$ cat src/rtl/tgard_pkg.sv
// Shared types and constants for the TGA run-length pixel decoder.
package tgard_pkg;

    localparam int DIM_W     = 13;   // image_width / image_height register width
    localparam int LIM_W     = 16;   // width of the size limit parameters
    localparam int TOTAL_W   = 26;   // pixels in the largest image, 8191 * 8191
    localparam int INDEX_W   = 24;   // start_index port width
    localparam int CFG_DW    = 13;   // configuration write data width
    localparam int CFG_IW    = 2;    // configuration register index width
    localparam int RUN_BIT   = 7;    // packet header: run flag
    localparam logic [7:0] ALPHA_OPAQUE = 8'hFF;

    typedef enum logic [CFG_IW-1:0] {
        CFG_RLE_MODE   = 2'd0,
        CFG_FOUR_BYTE  = 2'd1,
        CFG_WIDTH      = 2'd2,
        CFG_HEIGHT     = 2'd3
    } cfg_reg_t;

    // Settings seen by the front end
    typedef struct packed {
        logic               rle_mode;
        logic               four_byte;
        logic [TOTAL_W-1:0] total;
    } dec_cfg_t;

    // One completed pixel, queued between front and back
    typedef struct packed {
        logic [23:0]        partial;
        logic [7:0]         last_byte;
        logic [1:0]         phase;
        logic               four_byte;
        logic [7:0]         count;
        logic [INDEX_W-1:0] start;
        logic               done;
    } pix_cmd_t;

endpackage

$ cat src/rtl/tga_rle_pixel_decoder_core.sv
// TGA RLE / raw pixel decoder top level (24 and 32 bit pixels).
// One body byte per cycle while the queue has room; at most one result per pixel.
// The byte that completes a pixel is written into the two-entry queue; its result
// beat then moves to the output register, which drives the output.
// Reset (rst_n, async, low): decode state cleared, queue empty, registers back to
// RLE mode, 32-bit pixels and a 1 x 1 image. No clearing pass.
module tga_rle_pixel_decoder_core #(
    parameter int MAX_WIDTH  = 4096,
    parameter int MAX_HEIGHT = 4096
) (
    input  logic                          clk,
    input  logic                          rst_n,
    // body byte beats
    input  logic                          in_valid,
    output logic                          in_ready,
    input  logic [7:0]                    data_byte,
    input  logic                          first_of_image,
    // result beats
    output logic                          out_valid,
    input  logic                          out_ready,
    output logic [31:0]                   pixel_word,
    output logic [7:0]                    repeat_count,
    output logic [23:0]                   start_index,
    output logic                          image_done,
    // configuration writes
    input  logic                          cfg_we,
    input  logic [tgard_pkg::CFG_IW-1:0]  cfg_index,
    input  logic [tgard_pkg::CFG_DW-1:0]  cfg_data
);
    import tgard_pkg::*;

    localparam logic [LIM_W-1:0] LIM_W_MAX = LIM_W'(MAX_WIDTH);
    localparam logic [LIM_W-1:0] LIM_H_MAX = LIM_W'(MAX_HEIGHT);

    // Sizes are saturated to 1..MAX; result never exceeds the 13-bit input.
    function automatic logic [DIM_W-1:0] clamp_dim(input logic [DIM_W-1:0] v,
                                                   input logic [LIM_W-1:0] lim);
        logic [DIM_W-1:0] r;
        if (v == '0)
            r = DIM_W'(1);
        else if ({{(LIM_W-DIM_W){1'b0}}, v} > lim)
            r = lim[DIM_W-1:0];
        else
            r = v;
        return r;
    endfunction

    // Configuration registers
    logic               rle_mode_reg;
    logic               four_byte_reg;
    logic [DIM_W-1:0]   width_reg;
    logic [DIM_W-1:0]   height_reg;
    // Pixel total kept registered so the front end never sees the multiplier.
    logic [TOTAL_W-1:0] total_reg, total_next;
    logic [DIM_W-1:0]   w_clamped, h_clamped;

    always_comb
    begin
        w_clamped = clamp_dim(width_reg, LIM_W_MAX);
        h_clamped = clamp_dim(height_reg, LIM_H_MAX);
        if (cfg_we && cfg_reg_t'(cfg_index) == CFG_WIDTH)
            w_clamped = clamp_dim(cfg_data[DIM_W-1:0], LIM_W_MAX);
        if (cfg_we && cfg_reg_t'(cfg_index) == CFG_HEIGHT)
            h_clamped = clamp_dim(cfg_data[DIM_W-1:0], LIM_H_MAX);
        total_next = TOTAL_W'(w_clamped) * TOTAL_W'(h_clamped);
    end

    always_ff @(posedge clk or negedge rst_n)
    begin
        if (!rst_n)
        begin
            rle_mode_reg  <= 1'b1;
            four_byte_reg <= 1'b1;
            width_reg     <= DIM_W'(1);
            height_reg    <= DIM_W'(1);
            total_reg     <= TOTAL_W'(1);
        end
        else if (cfg_we)
        begin
            unique case (cfg_reg_t'(cfg_index))
                CFG_RLE_MODE:  rle_mode_reg  <= cfg_data[0];
                CFG_FOUR_BYTE: four_byte_reg <= cfg_data[0];
                CFG_WIDTH:     width_reg     <= cfg_data[DIM_W-1:0];
                CFG_HEIGHT:    height_reg    <= cfg_data[DIM_W-1:0];
            endcase
            total_reg <= total_next;
        end
    end

    dec_cfg_t cfg;
    assign cfg.rle_mode  = rle_mode_reg;
    assign cfg.four_byte = four_byte_reg;
    assign cfg.total     = total_reg;

    // Front: packet headers, byte gathering, run clipping and pixel count.
    pix_cmd_t front_cmd, back_cmd;
    logic     push, pop, q_full, q_empty;

    tgard_front u_front (
        .clk            (clk),
        .rst_n          (rst_n),
        .in_valid       (in_valid),
        .in_ready       (in_ready),
        .data_byte      (data_byte),
        .first_of_image (first_of_image),
        .cfg            (cfg),
        .q_full         (q_full),
        .push           (push),
        .cmd            (front_cmd)
    );

    // Short queue: front keeps taking bytes while a result waits at the output.
    tgard_fifo u_fifo (
        .clk       (clk),
        .rst_n     (rst_n),
        .push      (push),
        .push_data (front_cmd),
        .pop       (pop),
        .pop_data  (back_cmd),
        .full      (q_full),
        .empty     (q_empty)
    );

    // Back: pixel word assembly, alpha fill for 24-bit, output register.
    tgard_back u_back (
        .clk          (clk),
        .rst_n        (rst_n),
        .q_empty      (q_empty),
        .q_data       (back_cmd),
        .pop          (pop),
        .out_valid    (out_valid),
        .out_ready    (out_ready),
        .pixel_word   (pixel_word),
        .repeat_count (repeat_count),
        .start_index  (start_index),
        .image_done   (image_done)
    );

endmodule

$ cat src/rtl/tgard_front.sv
// Front end: takes body bytes, tracks packets and pixel count, issues pixel commands.
module tgard_front (
    input  logic                clk,
    input  logic                rst_n,
    input  logic                in_valid,
    output logic                in_ready,
    input  logic [7:0]          data_byte,
    input  logic                first_of_image,
    input  tgard_pkg::dec_cfg_t cfg,
    input  logic                q_full,
    output logic                push,
    output tgard_pkg::pix_cmd_t cmd
);
    import tgard_pkg::*;

    logic [7:0]         pl_reg, pl_next, pl_e;
    logic               run_reg, run_next, run_e;
    logic [1:0]         phase_reg, phase_next, phase_e;
    logic [23:0]        partial_reg, partial_next, partial_e;
    logic [TOTAL_W-1:0] index_reg, index_next, index_e;
    logic               fin_reg, fin_next, fin_e;

    logic               accept;
    logic [TOTAL_W:0]   diff;
    logic [TOTAL_W-1:0] left;
    logic [1:0]         last_phase;
    logic [7:0]         run_count;
    logic [7:0]         count;

    assign in_ready = ~q_full;
    assign accept   = in_valid & ~q_full;

    always_comb
    begin
        // a new image clears everything before the beat is used
        pl_e      = first_of_image ? 8'd0 : pl_reg;
        run_e     = first_of_image ? 1'b0 : run_reg;
        phase_e   = first_of_image ? 2'd0 : phase_reg;
        partial_e = first_of_image ? 24'd0 : partial_reg;
        index_e   = first_of_image ? '0 : index_reg;
        fin_e     = first_of_image ? 1'b0 : fin_reg;

        diff       = {1'b0, cfg.total} - {1'b0, index_e};
        left       = diff[TOTAL_W] ? '0 : diff[TOTAL_W-1:0];
        last_phase = cfg.four_byte ? 2'd3 : 2'd2;
        run_count  = ({{(TOTAL_W-8){1'b0}}, pl_e} > left) ? left[7:0] : pl_e;
        count      = (cfg.rle_mode && run_e) ? run_count : 8'd1;

        pl_next      = pl_e;
        run_next     = run_e;
        phase_next   = phase_e;
        partial_next = partial_e;
        index_next   = index_e;
        fin_next     = fin_e;
        push         = 1'b0;

        if (!fin_e)
        begin
            if (left == '0)
            begin
                fin_next = 1'b1;
            end
            else if (cfg.rle_mode && pl_e == 8'd0)
            begin
                run_next     = data_byte[RUN_BIT];
                pl_next      = {1'b0, data_byte[6:0]} + 8'd1;
                phase_next   = 2'd0;
                partial_next = 24'd0;
            end
            else if (phase_e < last_phase)
            begin
                unique case (phase_e)
                    2'd0: partial_next[7:0]   = partial_e[7:0] | data_byte;
                    2'd1: partial_next[15:8]  = partial_e[15:8] | data_byte;
                    2'd2: partial_next[23:16] = partial_e[23:16] | data_byte;
                    2'd3: partial_next        = partial_e;
                endcase
                phase_next = phase_e + 2'd1;
            end
            else
            begin
                push         = accept;
                phase_next   = 2'd0;
                partial_next = 24'd0;
                if (cfg.rle_mode)
                begin
                    pl_next = run_e ? 8'd0 : pl_e - 8'd1;
                end
                index_next = index_e + {{(TOTAL_W-8){1'b0}}, count};
                fin_next   = ({{(TOTAL_W-8){1'b0}}, count} == left);
            end
        end

        cmd.partial   = partial_e;
        cmd.last_byte = data_byte;
        cmd.phase     = phase_e;
        cmd.four_byte = cfg.four_byte;
        cmd.count     = count;
        cmd.start     = index_e[INDEX_W-1:0];
        cmd.done      = fin_next;
    end

    always_ff @(posedge clk or negedge rst_n)
    begin
        if (!rst_n)
        begin
            pl_reg      <= 8'd0;
            run_reg     <= 1'b0;
            phase_reg   <= 2'd0;
            partial_reg <= 24'd0;
            index_reg   <= '0;
            fin_reg     <= 1'b0;
        end
        else if (accept)
        begin
            pl_reg      <= pl_next;
            run_reg     <= run_next;
            phase_reg   <= phase_next;
            partial_reg <= partial_next;
            index_reg   <= index_next;
            fin_reg     <= fin_next;
        end
    end

endmodule

$ cat src/rtl/tgard_fifo.sv
// Two-entry command queue between front and back end.
module tgard_fifo (
    input  logic                clk,
    input  logic                rst_n,
    input  logic                push,
    input  tgard_pkg::pix_cmd_t push_data,
    input  logic                pop,
    output tgard_pkg::pix_cmd_t pop_data,
    output logic                full,
    output logic                empty
);
    import tgard_pkg::*;

    localparam int DEPTH = 2;
    localparam int PTR_W = $clog2(DEPTH);

    pix_cmd_t         mem_reg [DEPTH];
    logic [PTR_W-1:0] wr_ptr_reg, rd_ptr_reg;
    logic [PTR_W:0]   count_reg, count_next;
    logic             do_push, do_pop;

    assign full     = (count_reg == (PTR_W+1)'(DEPTH));
    assign empty    = (count_reg == '0);
    assign do_push  = push & ~full;
    assign do_pop   = pop & ~empty;
    assign pop_data = mem_reg[rd_ptr_reg];

    always_comb
    begin
        count_next = count_reg;
        if (do_push && !do_pop)
            count_next = count_reg + 1'b1;
        else if (do_pop && !do_push)
            count_next = count_reg - 1'b1;
    end

    always_ff @(posedge clk or negedge rst_n)
    begin
        if (!rst_n)
        begin
            wr_ptr_reg <= '0;
            rd_ptr_reg <= '0;
            count_reg  <= '0;
        end
        else
        begin
            if (do_push)
                wr_ptr_reg <= wr_ptr_reg + 1'b1;
            if (do_pop)
                rd_ptr_reg <= rd_ptr_reg + 1'b1;
            count_reg <= count_next;
        end
    end

    always_ff @(posedge clk)
    begin
        if (do_push)
            mem_reg[wr_ptr_reg] <= push_data;
    end

endmodule

$ cat src/rtl/tgard_back.sv
// Back end: assembles the pixel word and holds the result in the output register.
module tgard_back (
    input  logic                clk,
    input  logic                rst_n,
    input  logic                q_empty,
    input  tgard_pkg::pix_cmd_t q_data,
    output logic                pop,
    output logic                out_valid,
    input  logic                out_ready,
    output logic [31:0]         pixel_word,
    output logic [7:0]          repeat_count,
    output logic [23:0]         start_index,
    output logic                image_done
);
    import tgard_pkg::*;

    logic               valid_reg;
    logic [31:0]        word_reg, word_next;
    logic [7:0]         count_reg;
    logic [INDEX_W-1:0] start_reg;
    logic               done_reg;

    assign pop = ~q_empty & (~valid_reg | out_ready);

    always_comb
    begin
        word_next = {8'h00, q_data.partial};
        // last byte lands at the lane the gather had reached
        unique case (q_data.phase)
            2'd0: word_next[7:0]   = word_next[7:0] | q_data.last_byte;
            2'd1: word_next[15:8]  = word_next[15:8] | q_data.last_byte;
            2'd2: word_next[23:16] = word_next[23:16] | q_data.last_byte;
            2'd3: word_next[31:24] = q_data.last_byte;
        endcase
        if (!q_data.four_byte)
            word_next[31:24] = ALPHA_OPAQUE;
    end

    always_ff @(posedge clk or negedge rst_n)
    begin
        if (!rst_n)
            valid_reg <= 1'b0;
        else if (pop)
            valid_reg <= 1'b1;
        else if (out_ready)
            valid_reg <= 1'b0;
    end

    always_ff @(posedge clk)
    begin
        if (pop)
        begin
            word_reg  <= word_next;
            count_reg <= q_data.count;
            start_reg <= q_data.start;
            done_reg  <= q_data.done;
        end
    end

    assign out_valid    = valid_reg;
    assign pixel_word   = word_reg;
    assign repeat_count = count_reg;
    assign start_index  = start_reg;
    assign image_done   = done_reg;

endmodule

$ cat config.mk
export PLATFORM = sky130hd
export DESIGN_NAME = tga_rle_pixel_decoder_core
export DESIGN_NICKNAME = d
export VERILOG_FILES = /design/src/rtl/tgard_pkg.sv /design/src/rtl/tga_rle_pixel_decoder_core.sv /design/src/rtl/tgard_front.sv /design/src/rtl/tgard_fifo.sv /design/src/rtl/tgard_back.sv
export SDC_FILE = /design/constraint.sdc
export NUM_CORES = 1
export LEC_CHECK = 0
export BUFFER_PORTS_ARGS = -buffer_cell sky130_fd_sc_hd__buf_2
export CORE_UTILIZATION = 38
export DETAILED_ROUTE_END_ITERATION = 16
export PLACE_DENSITY_LB_ADDON = 0.12
export SETUP_SLACK_MARGIN = 0.2
export SKIP_CTS_REPAIR_TIMING = 1
export SLEW_MARGIN = 40
export SYNTH_ARGS = -nofsm -noshare
export SYNTH_HDL_FRONTEND = slang
export SYNTH_SLANG_ARGS = --single-unit
$ cat constraint.sdc
create_clock -name clk -period 13.3 [get_ports clk]
set_input_delay 0 -clock clk [delete_from_list [all_inputs] [get_ports clk]]
set_output_delay 0 -clock clk [all_outputs]
set_load 0.01 [all_outputs]
Yosys cells after proc, flatten, opt, wreduce, memory -nomap -nowiden
Memories as Yosys holds them, arrays and structs flattened.
Cells that the tools add are included.
{ "classes": {"mux": 60, "bitwise": 14, "n_eq_ne": 10, "mul": 1, "order_cmp": 5, "div_mod_pow": 0, "n_shift": 0, "reduce_logical": 23, "n_addsub": 9} }
{ "op_table": {"columns": ["operator", "n"], "rows": [
  ["two-way mux 26 bit", 6],
  ["two-way mux 8 bit", 16],
  ["two-way mux 24 bit", 5],
  ["two-way mux 13 bit", 8],
  ["bitwise OR 8 bit", 6],
  ["greater-than comparator 13 bit, second input constant", 3],
  ["logical NOT 13 bit", 3],
  ["subtractor 26 x 26 -> 27 bit", 1],
  ["adder 26 x 8 -> 26 bit", 1],
  ["== test 8 x 26 -> 1 bit", 1],
  ["greater-than comparator 8 x 26 -> 1 bit", 1],
  ["logical NOT 26 bit", 1],
  ["multiplier 13 x 13 -> 26 bit", 1],
  ["two-way mux 1 bit", 18],
  ["two-way mux 2 bit", 7],
  ["== test 2 bit, second input constant", 6],
  ["adder 7 x 1 -> 8 bit, second input constant", 1],
  ["logical NOT 2 bit", 4],
  ["logical NOT 8 bit", 1],
  ["AND reduction 2 bit", 4],
  ["subtractor 8 x 1 -> 8 bit, second input constant", 1],
  ["== test 2 x 1 -> 1 bit, second input constant", 3],
  ["logical AND 1 bit", 6],
  ["adder 2 x 1 -> 2 bit, second input constant", 2],
  ["8 further kinds", 16]
]} }
{ "word_totals": {"memories": 1, "out_inout_bits": 67, "latch_bits": 0, "input_bits": 29, "romBits": 0, "ff_bits": 186, "mem_bits_rw": 136, "elab_cells": 143} }
{ "memory_table": {"columns": ["memory", "words", "width", "read_ports", "rd_ports_with_merged_regs", "write_ports", "line_no", "rtl"], "rows": [
  ["u_fifo.mem_reg", 2, 68, 1, 0, 1, "tgard_fifo.sv:17", "pix_cmd_t mem_reg [DEPTH];"]
]} }

Longest topological paths before layout
Gate-level depths: netlist (run 1).
{ "logic_depth": {"ltp_word": 12, "ltp_mapped": 37, "depth_no_buf": 32} }

Hierarchy
From an unflattened synthesis (run 1), not the netlist that was laid out.
{ "unflattened": {"cells_unflattened": 2109, "hier_area_um2": 21881.0} }
{ "modules_own_cells": {"columns": ["module", "cells_each", "n_inst", "area_per_inst_um2", "seq_area_each_um2"], "rows": [
  ["tga_rle_pixel_decoder_core", 944, 1, 8055.2, 1357.6],
  ["tgard_front", 815, 1, 6369.9, 1551.5],
  ["tgard_fifo", 231, 1, 5146.2, 4184.0],
  ["tgard_back", 119, 1, 2309.7, 1976.9]
]} }

Least setup slack after synthesis (run 1)
Ideal clock, no wire load.
{ "synth_timing": {"path_kind": "input to register", "startpoint": "input first_of_image", "endpoint": "memory u_fifo.mem_reg[0][0] in the netlist's numbering (enable)", "slack_ns": 4.778, "setup_time_ns": 0.578, "t_arrival_ns": 7.944, "stages": 17, "path_buffers": 4, "required_ns": 12.722, "cell_sequence": "clkbuf_1 clkbuf_1 clkbuf_1 nor2b_1 ha_1 fa_1 nand2b_1 a21o_1 a21oi_1 o211ai_1 a2111oi_2 or3_1 a2111oi_0 and4_1 buf_4 a21o_1 nor3_1"} }
{ "synth_rtl": {"columns": ["item", "line_no", "rtl"], "rows": [
  ["start, declared", "tga_rle_pixel_decoder_core.sv:17", "input logic first_of_image,"],
  ["end, declared", "tgard_fifo.sv:17", null]
]} }

==> results.py, run 1 <==
metrics = {
    "synthesis": {
        "yosysWarnings": 0,
        "yosysUniqueCellTypes": 75,
        "synth_area_leaders": "edfxtp_1, dfrtp_1, fa_1",
        "syn_nets": 2255,
        "syn_area_per_cell_um2": 10.6,
        "synth_area_um2": 20900,
        "synth_edf_count": 201,
        "synth.top_cell.area_share": 0.288,
        "synth_top_area_cell": "edfxtp_1",
        "seq_area_frac_synth": 0.433,
        "synthArstFlopShare": 0.376,
        "synth_flop_cell": "edfxtp_1",
        "synth-seq-cells": 322,
        "syn_inst": 1983,
    },
    "pwr": {
        "power_density_nw_per_um2": 172,
        "power_leakage_nw": 10.1,
        "vdd_ir_drop_max_mv": 0.0968,
    },
    "cts": {
        "tritoncts": "yes",
        "htreeDepth": 2,
        "cts.clk_slew.worst_paths_ns": 0.06,
        "clk_latency_ns": 0.55,
        "cts-root-buf": "clkbuf_16",
        "numCtsBuffers": 35,
        "clock-sinks": 322,
        "ctsLongestPathBuffers": 3,
    },
    "grt": {
        "grt_pass1_wl_um": 87200,
        "grt_overflow_total": 0,
        "grt_usage": 0.197,
        "grt_pass1_vias": 15400,
        "antenna_found_initial": 0,
        "grt_max_degree": 69,
    },
    "route": {
        "firstDrtPassIters": 5,
        "drtIter0Drc": 807,
        "drt-total-wl_um": 53400,
        "post_drt_wl_per_cell_um": 19.0,
        "ant_nets": 0,
        "routed_via_density": 5.28,
        "vias": 14900,
        "drc_errors": 0,
    },
    "timing": {
        "setup_violations": 0,
        "finClkSkew_ns": 0.0241,
        "rsz0062_at_grt": "no",
        "slew_viol_final": 0,
        "slew_headroom": 0.433,
        "tightest_slew_ns": 0.846,
        "finalWorstSetupSlack_ns": 5.54,
        "clock.fmax_mhz": 129,
        "hold_viol": 0,
        "fin_tns_setup_ns": 0,
        "period_share": 0.583,
        "fin_crit_ns": 7.76,
    },
    "placed_design": {
        "port_buffers": 95,
        "gp_congestion": 0.873,
        "hpwl_um": 39300,
        "dp_slack_ns": 5.11,
        "place_inst": 2719,
    },
    "die": {
        "dieArea_um2": 56100,
        "rows": 85,
        "fp.dieH_um": 237,
        "io_pins": 96,
        "initial_core_util": 0.387,
        "fp.dieW_um": 237,
        "core_area_um2": 54100,
    },
    "final_layout": {
        "drive_gt1_frac": 0.122,
        "n_antenna_cell": 0,
        "largest_register_ffs": 136,
        "fin_nets": 2361,
        "layout_common_cells": "nand2_1, edfxtp_1, inv_1",
        "area_delta_synth_final_pct": 12.8,
        "nFillCells": 5127,
        "stdcell_count": 2812,
        "final_common_cell": "nand2_1",
    },
    "worst_setup_path": {
        "worstPathArrival_ns": 8.21,
        "critPathRequiredTime_ns": 13.75,
        "worstSetupPathType": "reg2reg",
        "cp-end-kind": "flop",
        "crit_top_cell": "a21oi_1",
        "r2r-start": "total_reg[0]",
        "startpoint": "total_reg[0]",
        "crit_path_max_fanout": 14,
        "startpoint_type": "flop",
        "slowest_delay_ns": 0.65,
        "critPathSlowestCell": "a31oi_1",
    },
    "status": {
        "status": "complete, no violations",
    },
    "worst_hold_path": {
        "hold_path.class": "in2reg",
        "hp-start": "cfg_data[12]",
    },
    "flow_run": {
        "cap_violations": 0,
    },
}
synth_stat cells, types with 13 or more instances:
library cell	n
nor3_1	21
o21ai_0	37
nand2b_1	51
edfxtp_1	201
ha_1	120
xor2_1	39
and3_1	26
a22oi_1	19
a21o_1	17
nand2_1	261
nand3_1	38
a211oi_1	30
nor2_1	122
inv_1	186
mux2_2	51
o21a_1	14
o21ai_1	19
fa_1	123
clkbuf_1	59
xnor2_1	33
dfrtp_1	116
a21oi_1	117
nor2b_1	51
and2_1	13
a22o_1	46
critical path: cells and delay by family (launching register included):
family / cells / cell delay, ns
compound gates: 16 / 4.02
flops: 1 / 0.54
fa+ha+maj: 5 / 1.68
xor+xnor: 1 / 0.17
buf+inv: 1 / 0.06
simple gates: 7 / 1.18
layer usage:
| layer | wire, um | track usage |
|---|---|---|
| met2 | 26600 | 0.345 |
| met4 | 1270 | 0.0549 |
| met5 | 0 | 0 |
| met3 | 1770 | 0.0255 |
| met1 | 23700 | 0.255 |
area by class of cell:
cell class | instances | area [um2] | area share
Multi-Input combinational cell | 1395 | 10900 | 0.461
Sequential cell | 322 | 9070 | 0.384
Tap cell | 696 | 871 | 0.0368
Inverter | 186 | 698 | 0.0295
Clock inverter | 16 | 144 | 0.00609
Timing Repair Buffer | 149 | 993 | 0.0420
Clock buffer | 48 | 955 | 0.0404
cell families (layout without fill, tap and decap cells):
group / count (synthesis) / count (layout) / synth area share
AND/OR/NAND/NOR: 634 / 634 / 0.142
AO/OA/AOI/OAI: 382 / 382 / 0.123
flip-flops: 322 / 322 / 0.433
buffers and inverters: 266 / 399 / 0.0495
adder cells (fa/ha/maj): 243 / 243 / 0.189
XOR/XNOR: 72 / 72 / 0.0301
multiplexers: 64 / 64 / 0.0337
where the power goes:
group	total, mW	switching [mW]	internal (mW)
clock network	0.943	0.397	0.546
logic	1.74	1.04	0.708
registers	1.38	0.110	1.27
path summary, 6_finish.rpt:
path	end	slack, ns	cells past startpoint
setup / recovery	u_front.index_reg[24]	5.54	30
hold reg to reg	u_front.pl_reg[0]	0.49	1
max in group asynchronous	u_fifo.rd_ptr_reg	11.76	5
min in group asynchronous	width_reg[6]	0.48	4
hold / removal	height_reg[12]	0.005	4
setup reg to reg	u_front.index_reg[24]	5.54	30
metrics by stage:
stage           util  instance area, um2  hold slack (ns)  total power, mW
2_1_floorplan      -               20900           -0.296             2.63
6_report       0.437               23600          0.00519             4.06
3_5_place_dp   0.410               22200          -0.0801             3.13
4_1_cts        0.431               23300           -0.687             4.10
5_1_grt        0.437               23600          0.00271             4.36
3_3_place_gp   0.410               22200          -0.0870             3.12
Power figures use the tool's default switching activity.
==> run 2: changes to the inputs <==
==> constraint.sdc (replaced) <==
create_clock -name clk -period 7.1 [get_ports clk]
set_input_delay 0 -clock clk [delete_from_list [all_inputs] [get_ports clk]]
set_output_delay 0 -clock clk [all_outputs]
set_load 0.01 [all_outputs]
==> results.py, run 2 (synthesis results as in run 1) <==
metrics = {
    "route": {
        "firstDrtPassIters": 5,
        "drt-total-wl_um": 56700,
        "ant_nets": 0,
        "drc_errors": 0,
        "vias": 15500,
        "routed_via_density": 5.22,
        "post_drt_wl_per_cell_um": 19.1,
        "drtIter0Drc": 835,
    },
    "final_layout": {
        "n_antenna_cell": 0,
        "ff_latch_area_um2": 9080,
        "fin_nets": 2514,
        "nFillCells": 5022,
        "area_delta_synth_final_pct": 21.6,
        "final_common_cell": "nand2_1",
        "drive_gt1_frac": 0.214,
        "largest_register_ffs": 136,
        "layout_common_cells": "nand2_1, edfxtp_1, inv_1",
        "utilization": 0.470,
        "multi_input_area_um2": 11400,
    },
    "worst_setup_path": {
        "r2r-end": "total_reg[25]",
        "slowest_delay_ns": 0.53,
        "r2r-start": "height_reg[6]",
        "crit_top_cell": "fa_1",
        "critPathSlowestCell": "fa_1",
        "regToRegSetupSlack_ns": 0.32,
        "reg2reg_depth": 29,
        "crit_path_max_fanout": 7,
        "worstPathArrival_ns": 7.19,
        "critPathRequiredTime_ns": 7.51,
        "cp-end-kind": "flop",
        "startpoint_type": "flop",
        "worstSetupPathType": "reg2reg",
    },
    "grt": {
        "grt_usage": 0.203,
        "grt_overflow_total": 0,
        "antenna_found_initial": 0,
        "grt_max_degree": 63,
        "grt_pass1_wl_um": 88600,
        "grt_pass1_vias": 16000,
    },
    "placed_design": {
        "port_buffers": 95,
        "hpwl_um": 42800,
        "gp_congestion": 0.880,
    },
    "timing": {
        "clock.fmax_mhz": 148,
        "hold-worst-slack_ns": -0.0113,
        "setup_violations": 0,
        "slew_headroom": 0.391,
        "slew_viol_final": 0,
        "period_share": 0.954,
        "hold_viol": 3,
        "rsz0062_at_grt": "yes",
        "fin_crit_ns": 6.78,
        "tightest_slew_ns": 0.910,
        "fin_tns_setup_ns": 0,
        "finClkSkew_ns": 0.0168,
    },
    "cts": {
        "clock-sinks": 322,
        "cts-root-buf": "clkbuf_16",
        "cts.clk_slew.worst_paths_ns": 0.06,
        "numCtsBuffers": 37,
        "tritoncts": "yes",
        "htreeDepth": 2,
        "ctsLongestPathBuffers": 3,
        "clk_latency_ns": 0.55,
    },
    "worst_hold_path": {
        "whs_endpoint": "height_reg[10]",
        "whs_path_depth": 4,
        "hp-start": "cfg_we",
        "hold_path.class": "in2reg",
    },
    "pwr": {
        "vdd_ir_drop_max_mv": 0.187,
        "power_leakage_nw": 11.0,
        "power_density_nw_per_um2": 321,
        "p_total_mw": 8.19,
    },
    "die": {
        "core_area_um2": 54100,
        "dieArea_um2": 56100,
        "initial_core_util": 0.387,
        "fp.dieW_um": 237,
        "rows": 85,
        "io_pins": 96,
        "fp.dieH_um": 237,
    },
    "flow_run": {
        "cap_violations": 0,
    },
    "status": {
        "status": "complete, but fails checks",
        "violations": "hold timing",
    },
}
==> run 2: worst max-delay path: cells and delay by family, from the launching register on <==
| family | cells | cell delay, ns |
|---|---|---|
| flip-flops | 1 | 0.38 |
| adder cells (fa/ha/maj) | 6 | 2.75 |
| buffers and inverters | 6 | 0.50 |
| AO/OA/AOI/OAI | 8 | 1.20 |
| AND/OR/NAND/NOR | 7 | 1.39 |
| XOR/XNOR | 2 | 0.39 |
==> run 2: worst max path at each step <==
| stage | start | end | slack (ns) | cells after the start |
|---|---|---|---|---|
| 2_1_floorplan | height_reg[1] | total_reg[25] | 0.20 | 28 |
| 3_3_place_gp | height_reg[1] | total_reg[25] | -0.05 | 29 |
| 3_5_place_dp | height_reg[11] | total_reg[25] | -0.15 | 29 |
| 4_1_cts | height_reg[1] | total_reg[25] | -0.17 | 29 |
| 5_1_grt | height_reg[6] | total_reg[25] | 0.12 | 27 |
| 6_report | height_reg[6] | total_reg[25] | 0.32 | 29 |
==> run 2: metal layers <==
layer	vias to the layer above	wire length, um	part of all wire	track usage
met4	0	1550	0.027	0.0653
li1	7412	-	-	-
met1	7630	24300	0.43	0.259
met2	358	28500	0.50	0.357
met3	88	2330	0.041	0.0274
met5	-	0	0	0
==> run 2: power by group <==
group,switching (mW),internal [mW],total [mW]
clock network,0.760,1.07,1.83
logic,2.11,1.67,3.78
registers,0.204,2.38,2.58
total,3.07,5.12,8.19
==> run 2: through the flow <==
stage	instance area (um2)	hold WS, ns	worst slack (ns)	std cells
floorplan	21000	-0.296	0.203	1983
global placement	23300	-0.0857	-0.0516	2854
detailed placement	23300	-0.0774	-0.145	2855
CTS	24500	-0.653	-0.174	2922
global route	25500	0.0134	0.119	2966
finish	25500	-0.0113	0.324	2966
==> run 2: final cells by class <==
type                    count  share of cell area
multi-input cells        1395               0.450
flip-flops and latches    322               0.356
inverters                 186              0.0274
well taps                 696              0.0342
clock inverters            13             0.00418
clock buffers              54              0.0413
repair buffers            300              0.0869
==> run 3: changes to the inputs <==
--- a/config.mk
+++ b/config.mk
@@ -9,6 +9,7 @@
 export CORE_UTILIZATION = 38
 export DETAILED_ROUTE_END_ITERATION = 16
 export PLACE_DENSITY_LB_ADDON = 0.12
+export REMOVE_ABC_BUFFERS = 1
 export SETUP_SLACK_MARGIN = 0.2
 export SKIP_CTS_REPAIR_TIMING = 1
 export SLEW_MARGIN = 40
==> results.py, run 3 (synthesis results as in run 1) <==
metrics = {
    "route": {
        "routed_via_density": 5.26,
        "drt-total-wl_um": 55200,
        "drc_errors": 0,
        "ant_nets": 0,
        "drtIter0Drc": 871,
        "firstDrtPassIters": 6,
        "vias": 15500,
        "post_drt_wl_per_cell_um": 18.7,
    },
    "worst_setup_path": {
        "critPathSlowestCell": "fa_1",
        "r2r-end": "total_reg[25]",
        "worstPathArrival_ns": 7.21,
        "worstSetupPathType": "reg2reg",
        "cp_num_buf_inv": 6,
        "crit_path_max_fanout": 7,
        "startpoint_type": "flop",
        "slowest_delay_ns": 0.54,
        "regToRegSetupSlack_ns": 0.33,
        "critPathRequiredTime_ns": 7.54,
        "cp-end-kind": "flop",
        "cp_top_family": "adder cells",
        "crit_end": "total_reg[25]",
        "r2r-start": "height_reg[6]",
        "startpoint": "height_reg[6]",
        "cp_num_cells": 29,
        "reg2reg_depth": 29,
        "crit_top_cell": "fa_1",
    },
    "cts": {
        "clk_latency_ns": 0.57,
        "cts-root-buf": "clkbuf_16",
        "htreeDepth": 2,
        "ctsLongestPathBuffers": 3,
        "numCtsBuffers": 38,
        "clock-sinks": 322,
        "cts.clk_slew.worst_paths_ns": 0.06,
        "tritoncts": "yes",
    },
    "pwr": {
        "vdd_ir_drop_max_mv": 0.151,
        "p_total_mw": 8.33,
        "power_leakage_nw": 10.9,
        "power_density_nw_per_um2": 331,
    },
    "worst_hold_path": {
        "hold_path.class": "in2async",
    },
    "timing": {
        "period_share": 0.954,
        "slew_headroom": 0.462,
        "rsz0062_at_grt": "yes",
        "fin_crit_ns": 6.77,
        "fin_tns_setup_ns": 0,
        "finClkSkew_ns": 0.0341,
        "tightest_slew_ns": 0.807,
        "clock.fmax_mhz": 148,
        "finalWorstSetupSlack_ns": 0.329,
        "slew_viol_final": 0,
        "setup_violations": 0,
        "hold_viol": 0,
    },
    "grt": {
        "grt_usage": 0.201,
        "grt_pass1_vias": 15900,
        "grt_max_degree": 69,
        "grt_pass1_wl_um": 87800,
        "grt_overflow_total": 0,
        "antenna_found_initial": 0,
    },
    "placed_design": {
        "dp_slack_ns": 0.0641,
        "gp_congestion": 0.891,
        "port_buffers": 95,
        "hpwl_um": 41100,
    },
    "final_layout": {
        "largest_register_ffs": 136,
        "final_common_cell": "nand2_1",
        "n_antenna_cell": 0,
        "nFillCells": 5028,
        "drive_gt1_frac": 0.201,
        "area_delta_synth_final_pct": 20.3,
        "fin_nets": 2494,
        "layout_common_cells": "nand2_1, edfxtp_1, inv_1",
    },
    "die": {
        "core_area_um2": 54100,
        "fp.dieH_um": 237,
        "dieArea_um2": 56100,
        "fp.dieW_um": 237,
        "rows": 85,
        "initial_core_util": 0.387,
        "io_pins": 96,
    },
    "status": {
        "status": "complete, no violations",
    },
    "flow_run": {
        "cap_violations": 0,
    },
}
==> run 3: cell count changes in the layout (fill, tap and decap cells not counted), moves of 5 or more <==
cell      change
clkinv_1      -6
buf_4        -12
clkinv_2      +7
clkbuf_1      -8
nor2_1        +5
==> run 3: worst min path at each step <==
stage,end,slack [ns]
global placement,width_reg[3],0.20
CTS,width_reg[4],-0.53
global route,height_reg[12],0.05
detailed placement,width_reg[3],0.07
finish,width_reg[3],0.02
floorplan,height_reg[10],-0.30
==> run 3: worst reg2reg max path, delay by kind of cell (launching register included) <==
kind            cells  cell delay (ns)
simple gates        7             1.24
fa+ha+maj           6             2.79
compound gates      8             1.34
buf+inv             6             0.50
flops               1             0.41
xor+xnor            2             0.36
==> run 3: layer usage <==
metal,track usage,wire [um],part of all wire
met4,0.0596,1390,0.025
met2,0.350,27700,0.50
met5,0,0,0
met1,0.256,24100,0.44
met3,0.0304,2100,0.038
==> run 3: through the flow <==
stage          area [um2]   util  std cells  hold slack (ns)
6_report            25200  0.466       2948           0.0222
5_1_grt             25200  0.466       2948           0.0465
4_1_cts             24400  0.451       2908           -0.534
3_5_place_dp        23100  0.427       2838           0.0652
3_3_place_gp        23100  0.426       2838            0.196
2_1_floorplan       20600      -       1903           -0.296
==> run 3: cell type report <==
class                   instances  area (um2)  share of cell area
clock buffers                  47        1030              0.0411
inverters                     186         698              0.0277
clock inverters                23         307              0.0122
well taps                     696         871              0.0346
flip-flops and latches        322        9070               0.360
repair buffers                279        1980              0.0784
multi-input cells            1395       11200               0.446
==> run 3: power breakdown <==
part           switching, mW  internal, mW  total [mW]
combinational           2.08          1.62        3.69
clock                  0.833          1.24        2.07
sequential             0.193          2.38        2.57
